==> config.mk <==
export PLATFORM = sky130hd
export DESIGN_NAME = rss_queue
export DESIGN_NICKNAME = d
export VERILOG_FILES = /design/src/rtl/rss_pkg.sv /design/src/rtl/rss_queue.sv
export SDC_FILE = /design/constraint.sdc
export NUM_CORES = 1
export LEC_CHECK = 0
export BUFFER_PORTS_ARGS = -buffer_cell sky130_fd_sc_hd__buf_2
export CORE_MARGIN = 4
export CORE_UTILIZATION = 25
export DETAILED_ROUTE_END_ITERATION = 6
export GPL_TIMING_DRIVEN = 1
export HOLD_SLACK_MARGIN = 0.15
export SLEW_MARGIN = 20
export SYNTH_ARGS = -nofsm -noshare
export SYNTH_HDL_FRONTEND = slang
export SYNTH_SLANG_ARGS = --single-unit
==> constraint.sdc <==
create_clock -name aclk -period 9.6 [get_ports aclk]
set_clock_uncertainty 0.2 [all_clocks]
set_input_delay 0.96 -clock aclk [delete_from_list [all_inputs] [get_ports aclk]]
set_output_delay 0.96 -clock aclk [all_outputs]
set_load 0.01 [all_outputs]
==> src/rtl/rss_pkg.sv <==
// ----------------------------------------------------------------------------
// Running sample statistics package
// Field widths, item types and the work item passed from the front end to
// the arithmetic back end.
// ----------------------------------------------------------------------------
package rss_pkg;

    localparam int SAMPLE_BITS = 16;
    localparam int COUNT_BITS  = 32;
    localparam int FRAC_BITS   = 8;
    localparam int SUM_BITS    = 48;
    localparam int SQ_BITS     = 62;
    localparam int PROD_BITS   = 94;
    localparam int VNUM_BITS   = PROD_BITS + FRAC_BITS;
    localparam int MNUM_BITS   = SUM_BITS + FRAC_BITS;
    localparam int DEN_BITS    = 2 * COUNT_BITS;
    localparam int MEAN_BITS   = 24;
    localparam int VAR_BITS    = 40;
    localparam int STD_BITS    = 24;
    localparam int ROOT_BITS   = 2 * STD_BITS;

    // Register byte addresses.
    localparam logic [2:0] ADDR_BESSEL = 3'd0;

    typedef struct packed {
        logic signed [SAMPLE_BITS-1:0] sample;
        logic                          start_new;
    } in_item_t;

    typedef struct packed {
        logic [COUNT_BITS-1:0]         count;
        logic signed [SAMPLE_BITS-1:0] minimum;
        logic signed [SAMPLE_BITS-1:0] maximum;
        logic signed [MEAN_BITS-1:0]   mean_q8;
        logic [VAR_BITS-1:0]           variance_q8;
        logic [STD_BITS-1:0]           std_dev_q8;
        logic                          full_res;
    } out_item_t;

    // Snapshot of the set after one sample, handed to the back end.
    typedef struct packed {
        logic [COUNT_BITS-1:0]         n;
        logic signed [SAMPLE_BITS-1:0] min_v;
        logic signed [SAMPLE_BITS-1:0] max_v;
        logic signed [SUM_BITS-1:0]    sum;
        logic [SQ_BITS-1:0]            sum_sq;
        logic                          bessel;
        logic                          full;
    } job_t;

endpackage

==> src/rtl/rss_queue.sv <==
// ----------------------------------------------------------------------------
// Running sample statistics job queue
// Two-entry queue of set snapshots between the front end and the back end.
// ----------------------------------------------------------------------------
module rss_queue (
    input  logic          aclk,
    input  logic          aresetn,
    input  logic          push,
    input  rss_pkg::job_t push_job,
    input  logic          pop,
    output rss_pkg::job_t head,
    output logic          not_empty,
    output logic          not_full
);

    rss_pkg::job_t mem [2];
    logic       wr_ptr_reg, rd_ptr_reg;
    logic [1:0] fill_reg;

    assign head      = mem[rd_ptr_reg];
    assign not_empty = (fill_reg != 2'd0);
    assign not_full  = (fill_reg != 2'd2);

    // Storage.
    always_ff @(posedge aclk) begin
        if (push) begin
            mem[wr_ptr_reg] <= push_job;
        end
    end

    // Pointers and fill level.
    always_ff @(posedge aclk) begin
        if (!aresetn) begin
            wr_ptr_reg <= 1'b0;
            rd_ptr_reg <= 1'b0;
            fill_reg   <= 2'd0;
        end else begin
            if (push) begin
                wr_ptr_reg <= ~wr_ptr_reg;
            end
            if (pop) begin
                rd_ptr_reg <= ~rd_ptr_reg;
            end
            if (push && !pop) begin
                fill_reg <= fill_reg + 2'd1;
            end else if (pop && !push) begin
                fill_reg <= fill_reg - 2'd1;
            end
        end
    end

endmodule

# ---- Yosys cells after proc, flatten, opt, wreduce, memory -nomap -nowiden
# Memory sizes are Yosys's and may differ from the RTL's. A register that Yosys moved wholly into a read port is not among the register bits.
# Cells that the tools add are included.
dict set report classes {
  bitwise 2
  mux 6
  n_eq_ne 1
  n_reduce_logical 6
  addsub 2
}
# op count
set ops {}
lappend ops {{1-bit two-way mux} 4}
lappend ops {{2-bit two-way mux} 2}
lappend ops {{2-bit nonzero test} 2}
lappend ops {{2-bit by 1-bit adder with 2-bit output (second input constant)} 1}
lappend ops {{1-bit logical AND} 2}
lappend ops {{1-bit zero test} 2}
lappend ops {{2-bit != test (second input constant)} 1}
lappend ops {{1-bit inverter} 2}
lappend ops {{2-bit by 1-bit subtractor with 2-bit output (second input constant)} 1}
dict set report word_totals {
  input_bits 180
  n_memories 1
  output_inout_bits 178
  ff_bits 4
  ramBits 352
  word_cells 21
}
# name depth word_bits rd rd_clocked_by_memory_dff write_ports line
set memory_table {}
lappend memory_table {mem 2 176 1 1 1 rss_queue.sv:16} ;# rss_pkg::job_t mem [2];

# ---- Depth between registers and ports, before layout
dict set report depth {
  depth_word 4
  depth_mapped 5
  depth_no_buf 5
}

# ---- Worst setup path before layout
# No wires, ideal clock.
dict set report synth_path {
  kind {in2reg}
  startpoint {input push}
  endpoint {memory mem[0][0] (netlist name) (enable)}
  path_stages 1
  setup_time_ns 0.735
  setup_slack_ns 0.075
  path_buffers 0
  arrival_ns 8.589
  cell_sequence {nor2b_1}
}
dict set report synth_via {
  elab_chain_cells 2
}
# element line
set synth_lines {}
lappend synth_lines {{from (decl)} rss_queue.sv:8} ;# input logic push,
lappend synth_lines {{1-bit two-way mux} rss_queue.sv:26} ;# if (push) begin
lappend synth_lines {{1-bit two-way mux (implied by the code)} rss_queue.sv:27} ;# mem[wr_ptr_reg] <= push_job;
lappend synth_lines {{to (decl)} rss_queue.sv:16}
# No other way between the ends.

==> out/qor.yml <==
hold_buffers: 0
cts.sinks: 357
grt_pass1_vias: 6988
port_buffers: 357
drive_gt1_frac: 0.6087
fin_tns_setup_ns: 0
wire_per_inst_um: 17.02
grt_max_degree: 68
drtIter0Drc: 251
final_cells: 1672
postSynthAreaPerCell_sq_um: 23.69
hold_path_class: "reg2reg"
post_cts_buffers: 0
rsz0062_at_grt: "false"
r2r-end: "mem[0][127]"
io_pins: 358
critPathTopFamily: "buffers and inverters"
detail-route-antenna-nets: 0
antenna_found_initial: 4
yosysWarnings: 0
synth_seq_area_share: 0.7902
fp.dieW_um: 240.4
syn_to_final_growth_pct: 27.53
path_clk_slew_ns: 0.06
critPathArrivalTime_ns: 2.91
crit_type: "reg2out"
hp-start: "fill_reg[1]"
worst_setup_path_start_kind: "flip-flop"
drc: 0
cts.htree.levels: 2
insertion_delay_ns: 0.53
place_hpwl_um: 19480
dp.cells: 1603
vias: 6574
clk_path_buf_depth: 3
hold_viol_final: 0
core_area_sq_mm: 0.05297
status: "finished, final reports clean"
grt-ovfl-total: 0
cpMaxStageDelayCell: "buf_4"
vias_per_cell: 3.932
cp_max_fo: 54
cts_tree: "yes"
die_area_sq_mm: 0.05779
worst_pin_slew_ns: 1.057
design_area_sq_mm: 0.01722
syn_inst: 570
drv_slew: 0
cts_resized: 0
finalSetupViolCount: 0
maxSlewHeadroom: 0.2956
grt_pass1_wl_um: 41040
crit_buf_inv: 2
rows: 84
place_congestion: 0.7014
initial_core_util: 0.2549
numCtsBuffers: 39
fmax_ghz: 0.2455
fin_ws_ns: 5.527
yosysUniqueCellTypes: 18
dpl-instance-area_sq_mm: 0.01602
worst-r2r-cell-count: 3
period_needed_ns: 4.073
largest_reg_flops: 352
die-height_um: 240.4
cap_violations: 0
critPathMaxStageDelay_ns: 0.87
ir_drop_mv: 0.1587
first_pass_iters: 4
cts-root-buf: "clkbuf_16"
min_to: "fill_reg[1]"
synth_area_sq_mm: 0.01350
syn-num-nets: 751
cp-end-kind: "primary output"
synth_seq_cells: 357
layout.nets: 1137
r2r_slack_ns: 6.88
path_cells: "buf_4 -> mux2_4 -> buf_2"
antenna_cells: 0
post-route-period-util: 0.4243
grt_usage: 0.09325
cp.required_ns: 8.44
r2r-start: "wr_ptr_reg"
powerDensity_mw_per_mm2: 210.3
leakagePower_nw: 6.625
place_ws_ns: 6.015
fillers: 5179
routed_wl_um: 28460
whs_path_depth: 2
-- per-stage QoR --
stage	utilization	power (mW)	hold WS (ns)
after floorplan	-	2.117	0.2728
after global placement	0.3024	2.255	0.2896
after detailed placement	0.3024	2.262	0.3167
after CTS	0.3251	3.692	0.3239
after global routing	0.3251	3.786	0.3616
final	0.3251	3.622	0.3208
-- layout make-up --
type | instances | area, sq um | share of cell area
Clock inverter | 21 | 150.1 | 0.008719
Tap cell | 688 | 860.8 | 0.04999
Sequential cell | 357 | 10670 | 0.6198
Inverter | 1 | 3.754 | 0.0002180
Timing Repair Buffer | 365 | 1847 | 0.1072
Clock buffer | 48 | 1052 | 0.06111
Multi-Input combinational cell | 192 | 2633 | 0.1529
-- Yosys cell counts (all sizes together) --
library cell | instances | share of area
nand2b | 1 | 0.00046
and2 | 4 | 0.0019
buf | 20 | 0.015
xor2 | 2 | 0.0013
inv | 1 | 0.00028
or3 | 1 | 0.00046
mux2 | 176 | 0.19
xnor2 | 1 | 0.00065
nor2b | 2 | 0.00093
dfxtp | 5 | 0.0074
o21a | 1 | 0.00056
or2 | 1 | 0.00046
a21boi | 1 | 0.00056
ha | 1 | 0.00093
edfxtp | 352 | 0.78
o21ai | 1 | 0.00037
-- where the power goes --
| part | switching, mW | internal (mW) |
|---|---|---|
| sequential | 0.0279 | 1.80 |
| combinational | 0.188 | 0.198 |
| clock | 0.574 | 0.829 |
| total | 0.790 | 2.83 |
-- worst min-delay path: cells and delay by family (launching register included) --
kind	cells	cell delay, ns
AO/OA/AOI/OAI	2	0.14
flip-flops	1	0.33
-- logic make-up (layout without fill, tap and decap cells) --
kind of cell               Yosys count  count (layout)  share of synthesized area
adders and majority gates            1               1                  0.0009265
AOI/OAI and AO/OA                    3               3                   0.001483
and+or+nand+nor                      9               9                   0.004170
muxes                              176             176                     0.1857
buffers and inverters               21             435                    0.01557
DFF                                357             357                     0.7902
xor gates and xnor gates             3               3                   0.001946
-- layout by cell type, fill, tap and decap left out --
master and instances:
a21boi_0 1, and2_1 3, and2_4 1, buf_2 357, buf_4 8, bufinv_16 2, clkbuf_1 7, clkbuf_16 41
clkinv_1 8, clkinv_2 9, clkinvlp_4 2, dfxtp_1 4, dfxtp_4 1, edfxtp_1 352, ha_1 1, inv_1 1
mux2_2 36, mux2_4 140, nand2b_1 1, nor2b_1 1, nor2b_4 1, o21a_1 1, o21ai_0 1, or2_2 1
or3_1 1, xnor2_1 1, xor2_1 2
-- worst max-delay path by stage --
stage,start,to,slack [ns],cells after the start
after floorplan,push,mem[0][0],0.08,1
after global placement,flip-flop,head[98],6.00,3
after detailed placement,flip-flop,head[98],6.01,3
after CTS,flip-flop,head[98],5.42,3
after global routing,flip-flop,head[98],5.36,3
final,flip-flop,head[98],5.53,3
-- metal layers --
metal / GRT usage / up-vias / wire length, um
li1: - / 3041 / -
met1: 0.1088 / 3235 / 11370
met2: 0.1563 / 239 / 13890
met3: 0.04015 / 55 / 2527
met4: 0.02851 / 4 / 639
met5: 0 / - / 27
(Power assumes the default switching activity.)
