**src/rtl/rss_pkg.sv**
```systemverilog
// ----------------------------------------------------------------------------
// Running sample statistics package
// Field widths, item types and the work item passed from the front end to
// the arithmetic back end.
// ----------------------------------------------------------------------------
package rss_pkg;

    localparam int SAMPLE_BITS = 16;
    localparam int COUNT_BITS  = 32;
    localparam int FRAC_BITS   = 8;
    localparam int SUM_BITS    = 48;
    localparam int SQ_BITS     = 62;
    localparam int PROD_BITS   = 94;
    localparam int VNUM_BITS   = PROD_BITS + FRAC_BITS;
    localparam int MNUM_BITS   = SUM_BITS + FRAC_BITS;
    localparam int DEN_BITS    = 2 * COUNT_BITS;
    localparam int MEAN_BITS   = 24;
    localparam int VAR_BITS    = 40;
    localparam int STD_BITS    = 24;
    localparam int ROOT_BITS   = 2 * STD_BITS;

    // Register byte addresses.
    localparam logic [2:0] ADDR_BESSEL = 3'd0;

    typedef struct packed {
        logic signed [SAMPLE_BITS-1:0] sample;
        logic                          start_new;
    } in_item_t;

    typedef struct packed {
        logic [COUNT_BITS-1:0]         count;
        logic signed [SAMPLE_BITS-1:0] minimum;
        logic signed [SAMPLE_BITS-1:0] maximum;
        logic signed [MEAN_BITS-1:0]   mean_q8;
        logic [VAR_BITS-1:0]           variance_q8;
        logic [STD_BITS-1:0]           std_dev_q8;
        logic                          full_res;
    } out_item_t;

    // Snapshot of the set after one sample, handed to the back end.
    typedef struct packed {
        logic [COUNT_BITS-1:0]         n;
        logic signed [SAMPLE_BITS-1:0] min_v;
        logic signed [SAMPLE_BITS-1:0] max_v;
        logic signed [SUM_BITS-1:0]    sum;
        logic [SQ_BITS-1:0]            sum_sq;
        logic                          bessel;
        logic                          full;
    } job_t;

endpackage

```
**src/rtl/rss_front.sv**
```systemverilog
// ----------------------------------------------------------------------------
// Running sample statistics front end
// Accepts samples, keeps count, min, max, sum and sum of squares, and emits
// one snapshot of the set per sample.
// ----------------------------------------------------------------------------
module rss_front (
    input  logic              aclk,
    input  logic              aresetn,
    input  logic              take,
    input  rss_pkg::in_item_t item,
    input  logic              bessel,
    output rss_pkg::job_t     job
);

    logic [rss_pkg::COUNT_BITS-1:0]         cnt_reg, cnt_next, base_cnt;
    logic signed [rss_pkg::SAMPLE_BITS-1:0] min_reg, min_next, base_min;
    logic signed [rss_pkg::SAMPLE_BITS-1:0] max_reg, max_next, base_max;
    logic signed [rss_pkg::SUM_BITS-1:0]    sum_reg, sum_next, base_sum;
    logic [rss_pkg::SQ_BITS-1:0]            sq_reg, sq_next, base_sq;
    logic [rss_pkg::SAMPLE_BITS-1:0]        mag;
    logic [2*rss_pkg::SAMPLE_BITS-1:0]      mag_sq;
    logic                                   is_full;

    localparam logic signed [rss_pkg::SAMPLE_BITS-1:0] MinInit =
        {1'b0, {(rss_pkg::SAMPLE_BITS-1){1'b1}}};
    localparam logic signed [rss_pkg::SAMPLE_BITS-1:0] MaxInit =
        {1'b1, {(rss_pkg::SAMPLE_BITS-1){1'b0}}};

    // A start flag clears the set before the sample is applied.
    always_comb begin
        base_cnt = item.start_new ? '0 : cnt_reg;
        base_min = item.start_new ? MinInit : min_reg;
        base_max = item.start_new ? MaxInit : max_reg;
        base_sum = item.start_new ? '0 : sum_reg;
        base_sq  = item.start_new ? '0 : sq_reg;
        is_full  = &base_cnt;
        mag      = item.sample[rss_pkg::SAMPLE_BITS-1] ?
                   (~item.sample + 1'b1) : item.sample;
        mag_sq   = mag * mag;

        cnt_next = base_cnt;
        min_next = base_min;
        max_next = base_max;
        sum_next = base_sum;
        sq_next  = base_sq;
        if (!is_full) begin
            cnt_next = base_cnt + 1'b1;
            min_next = (item.sample < base_min) ? item.sample : base_min;
            max_next = (item.sample > base_max) ? item.sample : base_max;
            sum_next = base_sum + {{(rss_pkg::SUM_BITS-rss_pkg::SAMPLE_BITS)
                                    {item.sample[rss_pkg::SAMPLE_BITS-1]}},
                                   item.sample};
            sq_next  = base_sq + {{(rss_pkg::SQ_BITS-2*rss_pkg::SAMPLE_BITS){1'b0}},
                                  mag_sq};
        end

        job.n      = cnt_next;
        job.min_v  = min_next;
        job.max_v  = max_next;
        job.sum    = sum_next;
        job.sum_sq = sq_next;
        job.bessel = bessel;
        job.full   = is_full;
    end

    // Accumulators.
    always_ff @(posedge aclk) begin
        if (!aresetn) begin
            cnt_reg <= '0;
            min_reg <= MinInit;
            max_reg <= MaxInit;
            sum_reg <= '0;
            sq_reg  <= '0;
        end else if (take) begin
            cnt_reg <= cnt_next;
            min_reg <= min_next;
            max_reg <= max_next;
            sum_reg <= sum_next;
            sq_reg  <= sq_next;
        end
    end

endmodule

```
**config.mk**
```make
export PLATFORM = sky130hd
export DESIGN_NAME = rss_front
export DESIGN_NICKNAME = d
export VERILOG_FILES = /design/src/rtl/rss_pkg.sv /design/src/rtl/rss_front.sv
export SDC_FILE = /design/constraint.sdc
export NUM_CORES = 1
export LEC_CHECK = 0
export BUFFER_PORTS_ARGS = -buffer_cell sky130_fd_sc_hd__clkbuf_2
export CAP_MARGIN = 20
export CORE_UTILIZATION = 53
export CTS_BUF_LIST = sky130_fd_sc_hd__clkbuf_2
export DETAILED_ROUTE_END_ITERATION = 7
export PLACE_DENSITY_LB_ADDON = 0.1
export SLEW_MARGIN = 20
export SYNTH_ARGS = -nofsm -noshare
export SYNTH_HDL_FRONTEND = slang
export SYNTH_SLANG_ARGS = --single-unit
```
**constraint.sdc**
```tcl
create_clock -name aclk -period 12.87 [get_ports aclk]
set_input_delay 1.9305 -clock aclk [delete_from_list [all_inputs] [get_ports aclk]]
set_output_delay 1.9305 -clock aclk [all_outputs]
set_load 0.005 [all_outputs]
```
## Yosys cells after proc, flatten, opt, wreduce, memory -nomap -nowiden

Cells that the tools add are included.

- Flip-flop bits (word level): 174
- Latch bits: 0
- Bits in writable memories: 0
- ROM bits: 0
- Input bits: 21
- Output and inout bits: 176
- Memories: 0

- Add/subtract/negate cells: 4
- Multiply operators: 1
- Div/mod/pow operators: 0
- Order comparisons: 2
- Equal/unequal tests: 0
- Shift-type cells: 0
- Mux-type cells: 13
- Bitwise logic cells: 1
- Reduce and logical (&&, ||, !) cells: 1

Operators by type and width:

| kind | number |
|---|---|
| $mux 62 | 2 |
| $mux 16 | 7 |
| $mux 48 | 2 |
| $mux 32 | 2 |
| $add 62x32->62 | 1 |
| $add 48x48->48 | 1 |
| $add 32x1->32 const B | 1 |
| $mul 16x16->32 | 1 |
| $reduce_and 32->1 | 1 |
| $add 16x1->16 const B | 1 |
| $gt 16x16->1 | 1 |
| $lt 16x16->1 | 1 |
| $not 16->16 | 1 |

## Logic depth before layout (Yosys ltp)

- Depth in word-level cells: 6
- Gate-level depth with buffers: 35
- Depth with buffers taken out: 31

## Least setup slack after synthesis

Ideal clock, no wire load.

- Kind: input -> output
- Start: in item[1] (netlist name)
- End: out job[44] (netlist name)
- Data arrival time: 9.480 ns
- Slack: 1.459 ns
- Stages on the path: 32
- Path buffers: 3
- Cell sequence: clkbuf_1 -> inv_1 -> clkbuf_1 -> ha_1 -> inv_1 -> nor2_1 -> nor2_1 -> xnor2_1 -> clkinv_1 -> nor2_1 -> inv_1 -> fa_1 -> inv_1 -> fa_1 -> inv_1 -> fa_1 -> inv_1 -> fa_1 -> fa_1 -> inv_1 -> fa_1 -> inv_1 -> ha_1 -> buf_2 -> o21a_1 -> o21ai_1 -> o41ai_4 -> a41oi_4 -> o21a_1 -> or3_4 -> nor2_1 -> xnor2_1

RTL lines:

| item | RTL line | source |
|---|---|---|
| start, declared | rss_front.sv:10 | `input rss_pkg::in_item_t item,` |
| end, declared | rss_front.sv:12 | `output rss_pkg::job_t job` |

==> results by group <==
Run status
  – Status: finished with violations
  – Failing checks: design-rule violations

Routing
  – Routed len/inst: 20.1 um
  – TritonRoute pass-1 iters: 8
  – Drc violations: 3
  – Avg Vias per Cell: 5.79
  – Final wirelength: 70400 um
  – Initial DRC Count: 1364
  – Via count: slightly above 20000
  – Post-route ant nets: 0

Floorplan
  – Row count: 74
  – Die ar.: 42700 um^2
  – Initial Util: a little over half
  – Die Y: roughly 210 um
  – Die Span X: 207 um
  – Core area: 41000 um^2
  – I/O pin count: ~200

Clocking
  – Post-CTS setup buffers: 0
  – TritonCTS clock tree: built
  – CTS root buffer: clkbuf_2
  – Latest clock arrival within the worst-skew pair: between 1 and 1.5 ns
  – CTS Buf Count: 17
  – Post-cts gate resize count: 0
  – Cts hold-fix bufs: 0
  – Clock-pin slew on the worst setup and hold paths: 0.33 ns
  – Max clock buf depth: 2
  – CTS H-tree depth: 4
  – Num Clock Sinks: 174

Yosys
  – Async SR Flop Fraction: 0%
  – Adder-Cell Fraction of Synth Area: 28.2%
  – Primary FF master, synth: dfxtp_1
  – Compound-Gate Fraction of Synth Area: 17.0%
  – Most frequent cell after synthesis: inv_1
  – Synth area leaders: fa_1 18%, dfxtp_1 16%, ha_1 10%
  – Post-Syn Instances: 2833
  – Synth Register Bits: between 150 and 200
  – Number of flops mapped to enable cells by yosys: 0
  – Average size of a mapped cell: 7.83 um^2
  – Post-synthesis sequential area ratio: 15.7%
  – Post-synth top cells: 373 x inv_1, 353 x nand2_1, 252 x nor2_1, 196 x fa_1, 186 x ha_1
  – Synth warn: 0
  – Area share of the largest cell type after synthesis: about 18%
  – Synth Area in Simple Gates: 20.7%
  – Biggest area consumer among synthesized cells: fa_1
  – Synth Area in XOR/XNOR: 5.92%
  – Mux contribution to synthesized area: 3.39%
  – Post-synth cell types: between 90 and 100
  – Largest family of logic cells by synthesized area: adder cells
  – Syn Std Cell Area: approximately 22000 um^2

Critical path
  – Worst r2r src: sq_reg[9]
  – CP arrival: 10.45 ns
  – Critical-path top delay cell: fa_1
  – WP data required: 10.94 ns
  – CP startpoint kind: input port
  – Worst-path fanout max: 8
  – Reg2reg end: sq_reg[25]
  – CP Capture Type: output port
  – CP peak stage delay: 0.56 ns
  – Crit Path Category: input port to output port
  – R2R cell count: 18
  – R2r setup slk: 7.06 ns

Layout
  – Nets: roughly 3400
  – Area growth from synthesis to layout: 7.55%
  – Share of cells above drive strength 1: 11.4%
  – # fillers: 3915
  – Max reg flops: 62

Global route
  – Largest net degree at the start of global routing: 110
  – Number of global-route vias before repair: roughly 20000
  – First-pass GRT wire length: ~110000 um
  – Gr ovfl total: 0
  – Tot GR Track Use: 33.7%
  – Initial antenna violation count: 3

STA
  – Worst slew pin tran: 1.09 ns
  – Endpoints failing setup: 0
  – Peak Freq: between 80 and 90 MHz
  – Max-slew violation count: 0
  – Hold Fails Final Rpt: 0
  – Final period utilization: a little over nine tenths
  – Slew headroom: 27.4%
  – Setup TNS: 0 ns
  – Setup ws final: slightly below 0.5 ns
  – Final min period: ~12 ns
  – Skew final: about 0.06 ns
  – RSZ-0062 raised after global routing: no

Run
  – Max Cap Violations: 0

Placement
  – Final HPWL DP: 52400 um
  – Dpl ws: 0.486 ns
  – # port buffers: 194
  – Placer's final routability congestion estimate: 0.933

Min path
  – Hold path depth: 2
  – Min-delay src: min_reg[15]
  – Hold-critical path endpoint: min_reg[15]
  – Hold crit path type: flop to flop
final cells by class:
| class | count | area [um^2] | area share (%) |
|---|---|---|---|
| multi-input combinational | 2149 | 16700 | 70.1 |
| tap | 532 | 666 | 2.79 |
| antenna | 2 | 5.00 | 0.0210 |
| inverter | 385 | 1450 | 6.07 |
| clock inverter | 14 | 149 | 0.624 |
| sequential | 174 | 3480 | 14.6 |
| clock buffer | 18 | 90.1 | 0.378 |
| timing repair buffer | 233 | 1280 | 5.37 |
through the flow:
stage / area, um^2 / hold WS, ns / cells / utilization (%)
3_3_place_gp: 23600 / 0.440 / 3473 / 57.5
6_report: 23800 / 0.475 / 3507 / 58.1
5_1_grt: 23800 / 0.485 / 3507 / 58.1
2_1_floorplan: 22200 / 0.429 / 2842 / -
4_1_cts: 23800 / 0.471 / 3505 / 58.1
3_5_place_dp: 23600 / 0.442 / 3473 / 57.5
cells in the final DEF, fill, tap and decap left out, types with 10 or more instances in the layout:
master / synthesis / routed
o21ba_2: 15 / 15
o21a_1: 17 / 17
and2_1: 13 / 13
fa_1: 196 / 196
a31oi_1: 12 / 12
o21ai_0: 140 / 140
conb_1: 2 / 11
o21bai_1: 16 / 16
nor2_1: 252 / 251
or3_1: 12 / 12
xor2_1: 46 / 46
nand3_1: 59 / 59
a22o_1: 16 / 16
nand4_1: 31 / 31
o211ai_1: 13 / 13
nor3_1: 34 / 34
ha_1: 186 / 186
xnor2_1: 104 / 104
a211oi_1: 11 / 11
inv_1: 373 / 372
dfxtp_1: 174 / 174
buf_4: 4 / 40
nor4_1: 10 / 10
clkinv_1: 12 / 11
mux2i_1: 65 / 65
and3_1: 24 / 24
o22a_1: 16 / 16
nand2_1: 353 / 353
a21oi_1: 152 / 152
clkbuf_2: 0 / 210
a21o_1: 54 / 54
nor2b_1: 99 / 99
nand2b_1: 14 / 13
o21ai_1: 10 / 10
o31ai_1: 12 / 12
kinds of logic after synthesis:
family | after synthesis
simple gates | 965
mux | 74
fa+ha+maj | 382
compound gates | 567
flops | 174
buf+inv | 519
xor+xnor | 150
other cells | 2
worst max path at each step:
stage | from | to | slack, ns | depth (start not counted)
floorplan | item[1] | job[44] | 1.46 | 32
global placement | item[3] | job[39] | 0.58 | 31
detailed placement | item[3] | job[33] | 0.49 | 31
CTS | item[3] | job[33] | 0.46 | 31
global route | item[3] | job[39] | 0.13 | 31
finish | item[3] | job[39] | 0.49 | 31
metal layers:
metal  routed length [um]  GRT usage (%)  share of wire, %  vias to the layer above
met3                 4880           7.32               6.9                      144
li1                     -              -                 -                     9624
met5                   12              0             0.017                        -
met4                 2680           14.0               3.8                        2
met1                29600           41.8                42                     9862
met2                33200           56.5                47                      678
critical path, delay by kind of cell:
kind | cells | cell delay (ns)
XOR/XNOR | 2 | 0.54
buffers and inverters | 8 | 0.80
adder cells (fa/ha/maj) | 7 | 3.68
AND/OR/NAND/NOR | 11 | 2.53
AO/OA/AOI/OAI | 3 | 0.94
Power is left out: the tool's default activity adds up to more than one toggle a clock period on the data nets, which glitch-free logic cannot reach.
