===== src/rtl/rss_pkg.sv =====
// ----------------------------------------------------------------------------
// Running sample statistics package
// Field widths, item types and the work item passed from the front end to
// the arithmetic back end.
// ----------------------------------------------------------------------------
package rss_pkg;

    localparam int SAMPLE_BITS = 16;
    localparam int COUNT_BITS  = 32;
    localparam int FRAC_BITS   = 8;
    localparam int SUM_BITS    = 48;
    localparam int SQ_BITS     = 62;
    localparam int PROD_BITS   = 94;
    localparam int VNUM_BITS   = PROD_BITS + FRAC_BITS;
    localparam int MNUM_BITS   = SUM_BITS + FRAC_BITS;
    localparam int DEN_BITS    = 2 * COUNT_BITS;
    localparam int MEAN_BITS   = 24;
    localparam int VAR_BITS    = 40;
    localparam int STD_BITS    = 24;
    localparam int ROOT_BITS   = 2 * STD_BITS;

    // Register byte addresses.
    localparam logic [2:0] ADDR_BESSEL = 3'd0;

    typedef struct packed {
        logic signed [SAMPLE_BITS-1:0] sample;
        logic                          start_new;
    } in_item_t;

    typedef struct packed {
        logic [COUNT_BITS-1:0]         count;
        logic signed [SAMPLE_BITS-1:0] minimum;
        logic signed [SAMPLE_BITS-1:0] maximum;
        logic signed [MEAN_BITS-1:0]   mean_q8;
        logic [VAR_BITS-1:0]           variance_q8;
        logic [STD_BITS-1:0]           std_dev_q8;
        logic                          full_res;
    } out_item_t;

    // Snapshot of the set after one sample, handed to the back end.
    typedef struct packed {
        logic [COUNT_BITS-1:0]         n;
        logic signed [SAMPLE_BITS-1:0] min_v;
        logic signed [SAMPLE_BITS-1:0] max_v;
        logic signed [SUM_BITS-1:0]    sum;
        logic [SQ_BITS-1:0]            sum_sq;
        logic                          bessel;
        logic                          full;
    } job_t;

endpackage


===== src/rtl/rss_back.sv =====
// ----------------------------------------------------------------------------
// Running sample statistics back end
// Shift-add products, two restoring dividers and a bit-pair square root turn
// one snapshot into mean, variance and standard deviation, then hold the
// result item in an output register.
// ----------------------------------------------------------------------------
module rss_back (
    input  logic               aclk,
    input  logic               aresetn,
    input  logic               job_ready,
    input  rss_pkg::job_t      job,
    output logic               job_pop,
    output logic               m_valid,
    input  logic               m_ready,
    output rss_pkg::out_item_t m_data
);

    localparam logic [2:0] ST_IDLE = 3'd0;
    localparam logic [2:0] ST_MUL  = 3'd1;
    localparam logic [2:0] ST_DIV  = 3'd2;
    localparam logic [2:0] ST_ROOT = 3'd3;
    localparam logic [2:0] ST_OUT  = 3'd4;

    localparam int MulSteps  = rss_pkg::COUNT_BITS + rss_pkg::SUM_BITS;
    localparam int MeanSteps = rss_pkg::MNUM_BITS;
    localparam int DivSteps  = rss_pkg::VNUM_BITS;
    localparam int RootSteps = rss_pkg::STD_BITS;

    localparam logic [rss_pkg::MEAN_BITS-1:0] MeanNegMax =
        {1'b1, {(rss_pkg::MEAN_BITS-1){1'b0}}};
    localparam logic [rss_pkg::MEAN_BITS-1:0] MeanPosMax =
        {1'b0, {(rss_pkg::MEAN_BITS-1){1'b1}}};

    logic [2:0] state_reg;
    logic [6:0] step_reg;

    // Snapshot fields.
    logic [rss_pkg::COUNT_BITS-1:0]         n_reg;
    logic signed [rss_pkg::SAMPLE_BITS-1:0] min_reg, max_reg;
    logic [rss_pkg::SUM_BITS-1:0]           summ_reg;
    logic                                   neg_reg, full_reg;
    logic [rss_pkg::DEN_BITS-1:0]           den_reg;

    // Shift-add product of n*sum_sq - sum^2.
    logic [rss_pkg::PROD_BITS-1:0]          acc_reg, mc_reg;
    logic [rss_pkg::SUM_BITS-1:0]           mp_reg;

    // Mean divider.
    logic [rss_pkg::MNUM_BITS-1:0]          mnum_reg;
    logic [rss_pkg::COUNT_BITS:0]           mrem_reg, mrem_sh;
    logic [rss_pkg::MEAN_BITS:0]            mq_reg;
    logic                                   movf_reg, mge;

    // Variance divider.
    logic [rss_pkg::VNUM_BITS-1:0]          vnum_reg;
    logic [rss_pkg::DEN_BITS:0]             vrem_reg, vrem_sh;
    logic [rss_pkg::VAR_BITS:0]             vq_reg;
    logic                                   vovf_reg, vge;
    logic [rss_pkg::VAR_BITS-1:0]           var_reg, var_sat;

    // Square root.
    logic [rss_pkg::ROOT_BITS-1:0]          rx_reg, rres_reg, rbit_reg, rtry;

    logic                                   out_valid_reg;
    rss_pkg::out_item_t                     out_reg;
    logic [rss_pkg::SUM_BITS-1:0]           job_summ;
    logic [rss_pkg::COUNT_BITS-1:0]         job_d;
    logic [rss_pkg::MEAN_BITS-1:0]          mean_mag, mean_out;
    logic                                   mean_big;

    assign m_valid = out_valid_reg;
    assign m_data  = out_reg;
    assign job_pop = (state_reg == ST_IDLE) && job_ready;

    // Per-step datapath terms.
    always_comb begin
        job_summ = job.sum[rss_pkg::SUM_BITS-1] ? (~job.sum + 1'b1) : job.sum;
        job_d    = job.bessel ? (job.n - 1'b1) : job.n;

        mrem_sh = {mrem_reg[rss_pkg::COUNT_BITS-1:0], mnum_reg[rss_pkg::MNUM_BITS-1]};
        mge     = (mrem_sh >= {1'b0, n_reg});
        vrem_sh = {vrem_reg[rss_pkg::DEN_BITS-1:0], vnum_reg[rss_pkg::VNUM_BITS-1]};
        vge     = (vrem_sh >= {1'b0, den_reg});
        // Quotient after the last divider step, saturated at the field width.
        var_sat = (vovf_reg || vq_reg[rss_pkg::VAR_BITS] || vq_reg[rss_pkg::VAR_BITS-1]) ?
                  '1 : {vq_reg[rss_pkg::VAR_BITS-2:0], vge};
        rtry    = rres_reg + rbit_reg;

        // Mean magnitude saturates at the signed field limits.
        mean_big = movf_reg || mq_reg[rss_pkg::MEAN_BITS];
        if (neg_reg) begin
            mean_mag = (mean_big || (mq_reg[rss_pkg::MEAN_BITS-1:0] > MeanNegMax)) ?
                       MeanNegMax : mq_reg[rss_pkg::MEAN_BITS-1:0];
            mean_out = ~mean_mag + 1'b1;
        end else begin
            mean_mag = (mean_big || mq_reg[rss_pkg::MEAN_BITS-1]) ?
                       MeanPosMax : mq_reg[rss_pkg::MEAN_BITS-1:0];
            mean_out = mean_mag;
        end
    end

    // Sequencer and control.
    always_ff @(posedge aclk) begin
        if (!aresetn) begin
            state_reg     <= ST_IDLE;
            step_reg      <= '0;
            out_valid_reg <= 1'b0;
        end else begin
            // The output register fills at the end of a job and drains on acceptance.
            if ((state_reg == ST_OUT) && (!out_valid_reg || m_ready)) begin
                out_valid_reg <= 1'b1;
            end else if (out_valid_reg && m_ready) begin
                out_valid_reg <= 1'b0;
            end
            case (state_reg)
                ST_IDLE: begin
                    if (job_ready) begin
                        state_reg <= ST_MUL;
                        step_reg  <= '0;
                    end
                end
                ST_MUL: begin
                    if (step_reg == 7'(MulSteps - 1)) begin
                        step_reg  <= '0;
                        state_reg <= (n_reg < 2) ? ST_ROOT : ST_DIV;
                    end else begin
                        step_reg <= step_reg + 7'd1;
                    end
                end
                ST_DIV: begin
                    if (step_reg == 7'(DivSteps - 1)) begin
                        step_reg  <= '0;
                        state_reg <= ST_ROOT;
                    end else begin
                        step_reg <= step_reg + 7'd1;
                    end
                end
                ST_ROOT: begin
                    if (step_reg == 7'(RootSteps - 1)) begin
                        step_reg  <= '0;
                        state_reg <= ST_OUT;
                    end else begin
                        step_reg <= step_reg + 7'd1;
                    end
                end
                ST_OUT: begin
                    if (!out_valid_reg || m_ready) begin
                        state_reg <= ST_IDLE;
                    end
                end
                default: begin
                    state_reg <= ST_IDLE;
                end
            endcase
        end
    end

    // Datapath registers.
    always_ff @(posedge aclk) begin
        case (state_reg)
            ST_IDLE: begin
                n_reg    <= job.n;
                min_reg  <= job.min_v;
                max_reg  <= job.max_v;
                full_reg <= job.full;
                neg_reg  <= job.sum[rss_pkg::SUM_BITS-1];
                summ_reg <= job_summ;
                den_reg  <= job.n * job_d;
                acc_reg  <= '0;
                mc_reg   <= {{(rss_pkg::PROD_BITS-rss_pkg::SQ_BITS){1'b0}}, job.sum_sq};
                mp_reg   <= {{(rss_pkg::SUM_BITS-rss_pkg::COUNT_BITS){1'b0}}, job.n};
                mnum_reg <= {job_summ, {rss_pkg::FRAC_BITS{1'b0}}};
                mrem_reg <= '0;
                mq_reg   <= '0;
                movf_reg <= 1'b0;
                var_reg  <= '0;
            end
            ST_MUL: begin
                // First n*sum_sq is added, then sum^2 is taken off.
                if (step_reg < 7'(rss_pkg::COUNT_BITS)) begin
                    if (mp_reg[0]) begin
                        acc_reg <= acc_reg + mc_reg;
                    end
                end else if (mp_reg[0]) begin
                    acc_reg <= acc_reg - mc_reg;
                end
                if (step_reg == 7'(rss_pkg::COUNT_BITS - 1)) begin
                    mc_reg <= {{(rss_pkg::PROD_BITS-rss_pkg::SUM_BITS){1'b0}}, summ_reg};
                    mp_reg <= summ_reg;
                end else begin
                    mc_reg <= mc_reg << 1;
                    mp_reg <= mp_reg >> 1;
                end
                // The mean division runs alongside the products.
                if (step_reg < 7'(MeanSteps)) begin
                    mrem_reg <= mge ? (mrem_sh - {1'b0, n_reg}) : mrem_sh;
                    mq_reg   <= {mq_reg[rss_pkg::MEAN_BITS-1:0], mge};
                    movf_reg <= movf_reg | mq_reg[rss_pkg::MEAN_BITS];
                    mnum_reg <= mnum_reg << 1;
                end
                vnum_reg <= {acc_reg, {rss_pkg::FRAC_BITS{1'b0}}};
                vrem_reg <= '0;
                vq_reg   <= '0;
                vovf_reg <= 1'b0;
                rx_reg   <= '0;
                rres_reg <= '0;
                rbit_reg <= {2'b01, {(rss_pkg::ROOT_BITS-2){1'b0}}};
            end
            ST_DIV: begin
                vrem_reg <= vge ? (vrem_sh - {1'b0, den_reg}) : vrem_sh;
                vq_reg   <= {vq_reg[rss_pkg::VAR_BITS-1:0], vge};
                vovf_reg <= vovf_reg | vq_reg[rss_pkg::VAR_BITS];
                vnum_reg <= vnum_reg << 1;
                if (step_reg == 7'(DivSteps - 1)) begin
                    var_reg <= var_sat;
                    rx_reg  <= {var_sat, {rss_pkg::FRAC_BITS{1'b0}}};
                end
            end
            ST_ROOT: begin
                if (rx_reg >= rtry) begin
                    rx_reg   <= rx_reg - rtry;
                    rres_reg <= (rres_reg >> 1) + rbit_reg;
                end else begin
                    rres_reg <= rres_reg >> 1;
                end
                rbit_reg <= rbit_reg >> 2;
            end
            ST_OUT: begin
                if (!out_valid_reg || m_ready) begin
                    out_reg.count       <= n_reg;
                    out_reg.minimum     <= min_reg;
                    out_reg.maximum     <= max_reg;
                    out_reg.mean_q8     <= mean_out;
                    out_reg.variance_q8 <= var_reg;
                    out_reg.std_dev_q8  <= rres_reg[rss_pkg::STD_BITS-1:0];
                    out_reg.full_res    <= full_reg;
                end
            end
            default: begin
                var_reg <= var_sat;
            end
        endcase
    end

endmodule


===== config.mk =====
export PLATFORM = sky130hd
export DESIGN_NAME = rss_back
export DESIGN_NICKNAME = d
export VERILOG_FILES = /design/src/rtl/rss_pkg.sv /design/src/rtl/rss_back.sv
export SDC_FILE = /design/constraint.sdc
export NUM_CORES = 2
export LEC_CHECK = 0
export ABC_AREA = 0
export BUFFER_PORTS_ARGS = -buffer_cell sky130_fd_sc_hd__buf_2
export CELL_PAD_IN_SITES_DETAIL_PLACEMENT = 0
export CELL_PAD_IN_SITES_GLOBAL_PLACEMENT = 1
export CORE_MARGIN = 3
export CORE_UTILIZATION = 35
export CTS_BUF_LIST = sky130_fd_sc_hd__clkbuf_4 sky130_fd_sc_hd__clkbuf_8
export DETAILED_ROUTE_END_ITERATION = 10
export GPL_TIMING_DRIVEN = 0
export PLACE_DENSITY = 0.65
export SLEW_MARGIN = 20
export SYNTH_ARGS = -nofsm -noshare
export SYNTH_HDL_FRONTEND = slang
export SYNTH_SLANG_ARGS = --single-unit

===== constraint.sdc =====
create_clock -name aclk -period 26.3 [get_ports aclk]
set_input_delay 1.315 -clock aclk [delete_from_list [all_inputs] [get_ports aclk]]
set_output_delay 1.315 -clock aclk [all_outputs]
set_load 0.01 [all_outputs]

Yosys cells after proc, flatten, opt, wreduce, memory -nomap -nowiden:

Cells that the tools add are included.

* register bits: 1084
* output and inout port bits: 155
* logic and storage cells: 147
* input port bits: 180

* eq/ne operators: 16
* multipliers: 1
* add/subtract/negate cells: 11
* reductions and logical operators: 25
* order comparisons: 7
* bitwise gates (word level): 5
* multiplexer cells: 50

Operators with widths (count)
* $mux 94: 4
* $pmux 94 s2: 2
* $pmux 48 s2: 3
* $mux 48: 5
* $pmux 102 s2: 1
* $pmux 48 s3: 1
* $pmux 64 s2: 1
* $pmux 40 s3: 1
* $pmux 56 s2: 1
* $mux 32: 3
* $add 94x94->94: 1
* $sub 94x94->94: 1
* $pmux 41 s2: 1
* $mux 40: 2
* $mux 24: 3
* $ge 65x64->1: 1
* $mul 32x32->64: 1
* $mux 64: 1
* $pmux 32 s2: 1
* $sub 64x64->64: 1
* $mux 56: 1
* $pmux 25 s2: 1
* $add 47x48->48: 1
* $add 48x1->48 const B: 1
* 40 further kinds: 76

Longest topological paths before layout:

* depth in word-level cells: 6
* mapped depth: 43

Worst setup path before layout:

No wires, ideal clock.

* path type: register to register
* start: register state_reg[1]
* end: register mnum_reg[10] (netlist bit) (enable)
* arrival time: 12710 ps
* required time: 25567 ps
* buffers on the path: 3
* slack: 12857 ps
* setup time: 733 ps
* cell stages (with the launch flop): 6
* cell sequence: dfxtp_1 > clkbuf_1 > nor2_1 > clkbuf_1 > clkbuf_1 > a21boi_0

* cells in the longest elaborated chain, start to end: 3
* elaborated cells between the ends (all ways): 5
* classes of those cells: 2 x eq/ne; 3 x reduce/logical

RTL lines
* from (decl): line rss_back.sv:34 `logic [2:0] state_reg;`
* from (signal assigned): line rss_back.sv:125 `state_reg <= (n_reg < 2) ? ST_ROOT : ST_DIV;`
* $eq 3x1->1 or $logic_not 3->1 (tied branches): line rss_back.sv:160 `case (state_reg)`
* $ne 2x2->1 (no source line) or $reduce_bool 2->1 (tied branches)
* $reduce_and 2->1 (no source line) *
* to (signal assigned): line rss_back.sv:172 `mnum_reg <= {job_summ, {rss_pkg::FRAC_BITS{1'b0}}};`
* to (signal assigned): line rss_back.sv:199 `mnum_reg <= mnum_reg << 1;`
* to (decl): line rss_back.sv:49 `logic [rss_pkg::MNUM_BITS-1:0] mnum_reg;`

Mark *: on every way between the ends. The rest lies on a longest branch, timed or not.
A chain may end at the register's enable or synchronous reset.

Worst setup path after layout:

* start: input port job[144] (netlist bit)
* end: register den_reg[60] (netlist bit) (data pin)

* cells in the longest elaborated chain, start to end: 3

RTL lines
* from (decl): line rss_back.sv:11 `input rss_pkg::job_t job,`
* $sub 32x1->32: line rss_back.sv:78 `job_d = job.bessel ? (job.n - 1'b1) : job.n;`
* $mux 32: line rss_back.sv:78
* $mul 32x32->64 *: line rss_back.sv:168 `den_reg <= job.n * job_d;`
* to (signal assigned): line rss_back.sv:168
* to (decl): line rss_back.sv:42 `logic [rss_pkg::DEN_BITS-1:0] den_reg;`

Marked as above.

==> results by group <==
Drt
  • DR vias: roughly 73000
  • WL final: 332000 µm
  • Routed len/inst: approximately 24 µm
  • DR DRC count: 0
  • Final ANT Viol Nets: 0
  • Vias per Instance: 5.24
  • Drt pass-1 iters: 5
  • First DRT Iteration DRCs: roughly 5700

Logic synthesis
  • Sequential element share of the synthesized area: approximately a third
  • Top cells by area, synth: edfxtp_1, fa_1, ha_1
  • Cell Area, Synth: between 0.09 and 0.1 mm²
  • Synth Area per Inst: roughly 9.6 µm²
  • Synth Instances: 9656
  • Synth Net Count: between 10000 and 15000
  • Post-synth EDFFs: ~1000
  • Ys flop type: edfxtp_1
  • Synth top area share: around a third
  • #FFs+latches synth: 1044
  • Async S/R FF share, synth: 0%
  • Cell variety after synth: 82
  • Yosys warns: 0
  • Post-synth top area cell: edfxtp_1

STA
  • Slew at the pin with the worst max-slew slack: 1.28 ns
  • RSZ-0062 raised after global routing: no
  • Layout Skew: between 0.1 and 0.15 ns
  • Final min period: roughly 14 ns
  • Max Slew Vio Count: 0
  • Post-route setup TNS: 0 ns
  • Final Hold Fails: 0
  • Setup violators final: 0
  • Slew HR: around 15%
  • Max Fclk: approximately 0.069 GHz
  • Fin crit share: around 55%

Place
  • GP Congestion: slightly below 1
  • Post-DP HPWL: 265000 µm
  • Number of port buffers: about 330

Clock network
  • Max Root-Sink Buffers: 4
  • Resized Gates After CTS: 0
  • CTS tree: yes
  • CTS clk-pin slew, worst paths: approximately 0.06 ns
  • TritonCTS Buffers: 195
  • Root buf cell: clkbuf_8
  • Postcts setup bufs: 0
  • Clk_lat worst skew: 1.00 ns
  • H-tree Lvls: 4
  • Clock sink count: 1044
  • Post-CTS Hold Fix Bufs: 0

Layout
  • Final #Nets: 11900
  • Area Overhead vs Synth: 12.0%
  • Share of layout cells above drive strength 1: 7.68%
  • Max FFs per register: 153

Worst setup path
  • Top cell by count, worst path: fa_1
  • Critical path fanouts, max: 11
  • WP data arrival: approximately 15 ns
  • CP startpoint kind: input pin
  • Worst Setup End Kind: flip-flop
  • CP startpoint: job[144]
  • Critical Path RT: around 27 ns
  • CP peak stage delay: a little under 0.9 ns
  • CP max stage cell: xnor2_1
  • Reg-to-Reg Start: mc_reg[15]
  • Critical path class: in -> reg

GRT
  • Global-route wire length before repair: 488000 µm
  • Gr usage total: between 20% and 30%
  • Largest net degree at the start of global routing: 57
  • Antenna violations before repair: 30
  • Global route total overflow: 0
  • Vias in the first global route: about 74000

Floorplan
  • CORE AREA: around 0.26 mm²
  • Io pins: between 300 and 400
  • Die height: 521 µm
  • Cell row count: 188
  • Die ar.: between 0.2 and 0.3 mm²
  • Die W: about 520 µm
  • Initial core utilization: 35.3%

Worst hold path
  • Hold crit path type: reg -> reg
  • Hold_sp: var_reg[17]

Job
  • Max Cap Violations: 0

Status
  • Status: finished, final reports clean
==> worst max-delay path, delay by kind of cell <==
kind,cells,cell delay [ns]
simple gates,13,4.75
fa+ha+maj,9,4.53
buf+inv,7,2.06
compound gates,5,1.54
xor+xnor,2,0.97
==> per-layer routing <==
layer	wire length (µm)	global-route usage, %	part of all wire (%)	vias to the layer above
met5	64	0	0.019	-
met4	12300	8.13	3.7	10
met3	24100	4.45	7.3	554
met2	148000	37.7	45	2567
met1	147000	33.3	44	36300
li1	-	-	-	33400
==> final cells by class <==
class | count | area, µm²
antenna | 10 | 25.0
buffer | 494 | 1900
clock buffer | 238 | 3030
clock inverter | 106 | 920
fill | 26400 | 159000
inverter | 1139 | 4280
multi-input combinational | 6979 | 55700
sequential | 1044 | 31200
tap | 3515 | 4400
timing repair buffer | 379 | 2600
==> cells in the final DEF, fill, tap and decap left out, drive strengths merged, types with 25 or more instances in the layout <==
cell,n
inv,1146
ha,558
o21a,42
fa,900
a211oi,50
o21ai,361
clkbuf,705
a21o,154
or2,25
edfxtp,1033
xnor2,305
nand2,1382
nor4,38
o21bai,77
nor3,81
xor2,220
nand3,93
buf,406
and2,479
o31ai,40
or3,52
nor2b,66
and3,122
a31oi,92
o41ai,27
nand4,85
clkinv,76
nor2,781
a21oi,528
nand2b,72
o22ai,46
mux2i,66
==> through the flow <==
stage          area, µm²  setup slack [ns]  hold slack [ns]  std cells  util (%)
6_report          104000             11.82            0.414      13900      39.5
5_1_grt           104000             11.56            0.403      13900      39.5
2_1_floorplan      92900             12.86            0.400       9656         -
3_3_place_gp       98900              5.97            0.401      13500      37.6
4_1_cts           104000             12.22            0.342      13900      39.5
3_5_place_dp      100000             11.11            0.405      13500      38.0
==> cell usage after synthesis (all sizes together), types with 52 or more instances <==
library cell and instances:
inv 1139, and3 122, nor2b 66, nand4 85, o21bai 77, a21o 154
fa 900, edfxtp 1033, a21oi 528, nand2b 72, a31oi 92, xnor2 305
nor3 81, xor2 220, clkbuf 467, ha 558, o21ai 361, mux2i 66
nand2 1382, nand3 93, nor2 781, or3 52, and2 479
==> logic make-up after synthesis <==
| family | share of synthesized area [%] |
|---|---|
| flops | 33.6 |
| compound gates | 10.4 |
| simple gates | 16.7 |
| mux | 0.796 |
| fa+ha+maj | 26.9 |
| buf+inv | 6.61 |
| xor+xnor | 4.95 |
==> path summary, 6_finish.rpt <==
path	to	slack (ns)	cells after the start
min reg2reg	m_data[42]	0.41	0
max reg2reg	acc_reg[92]	18.29	22
max	den_reg[60]	11.82	36
min	m_data[42]	0.41	0
Power is not shown: default switching activity piles up to over one toggle a cycle in this logic, so the estimate is an artifact.
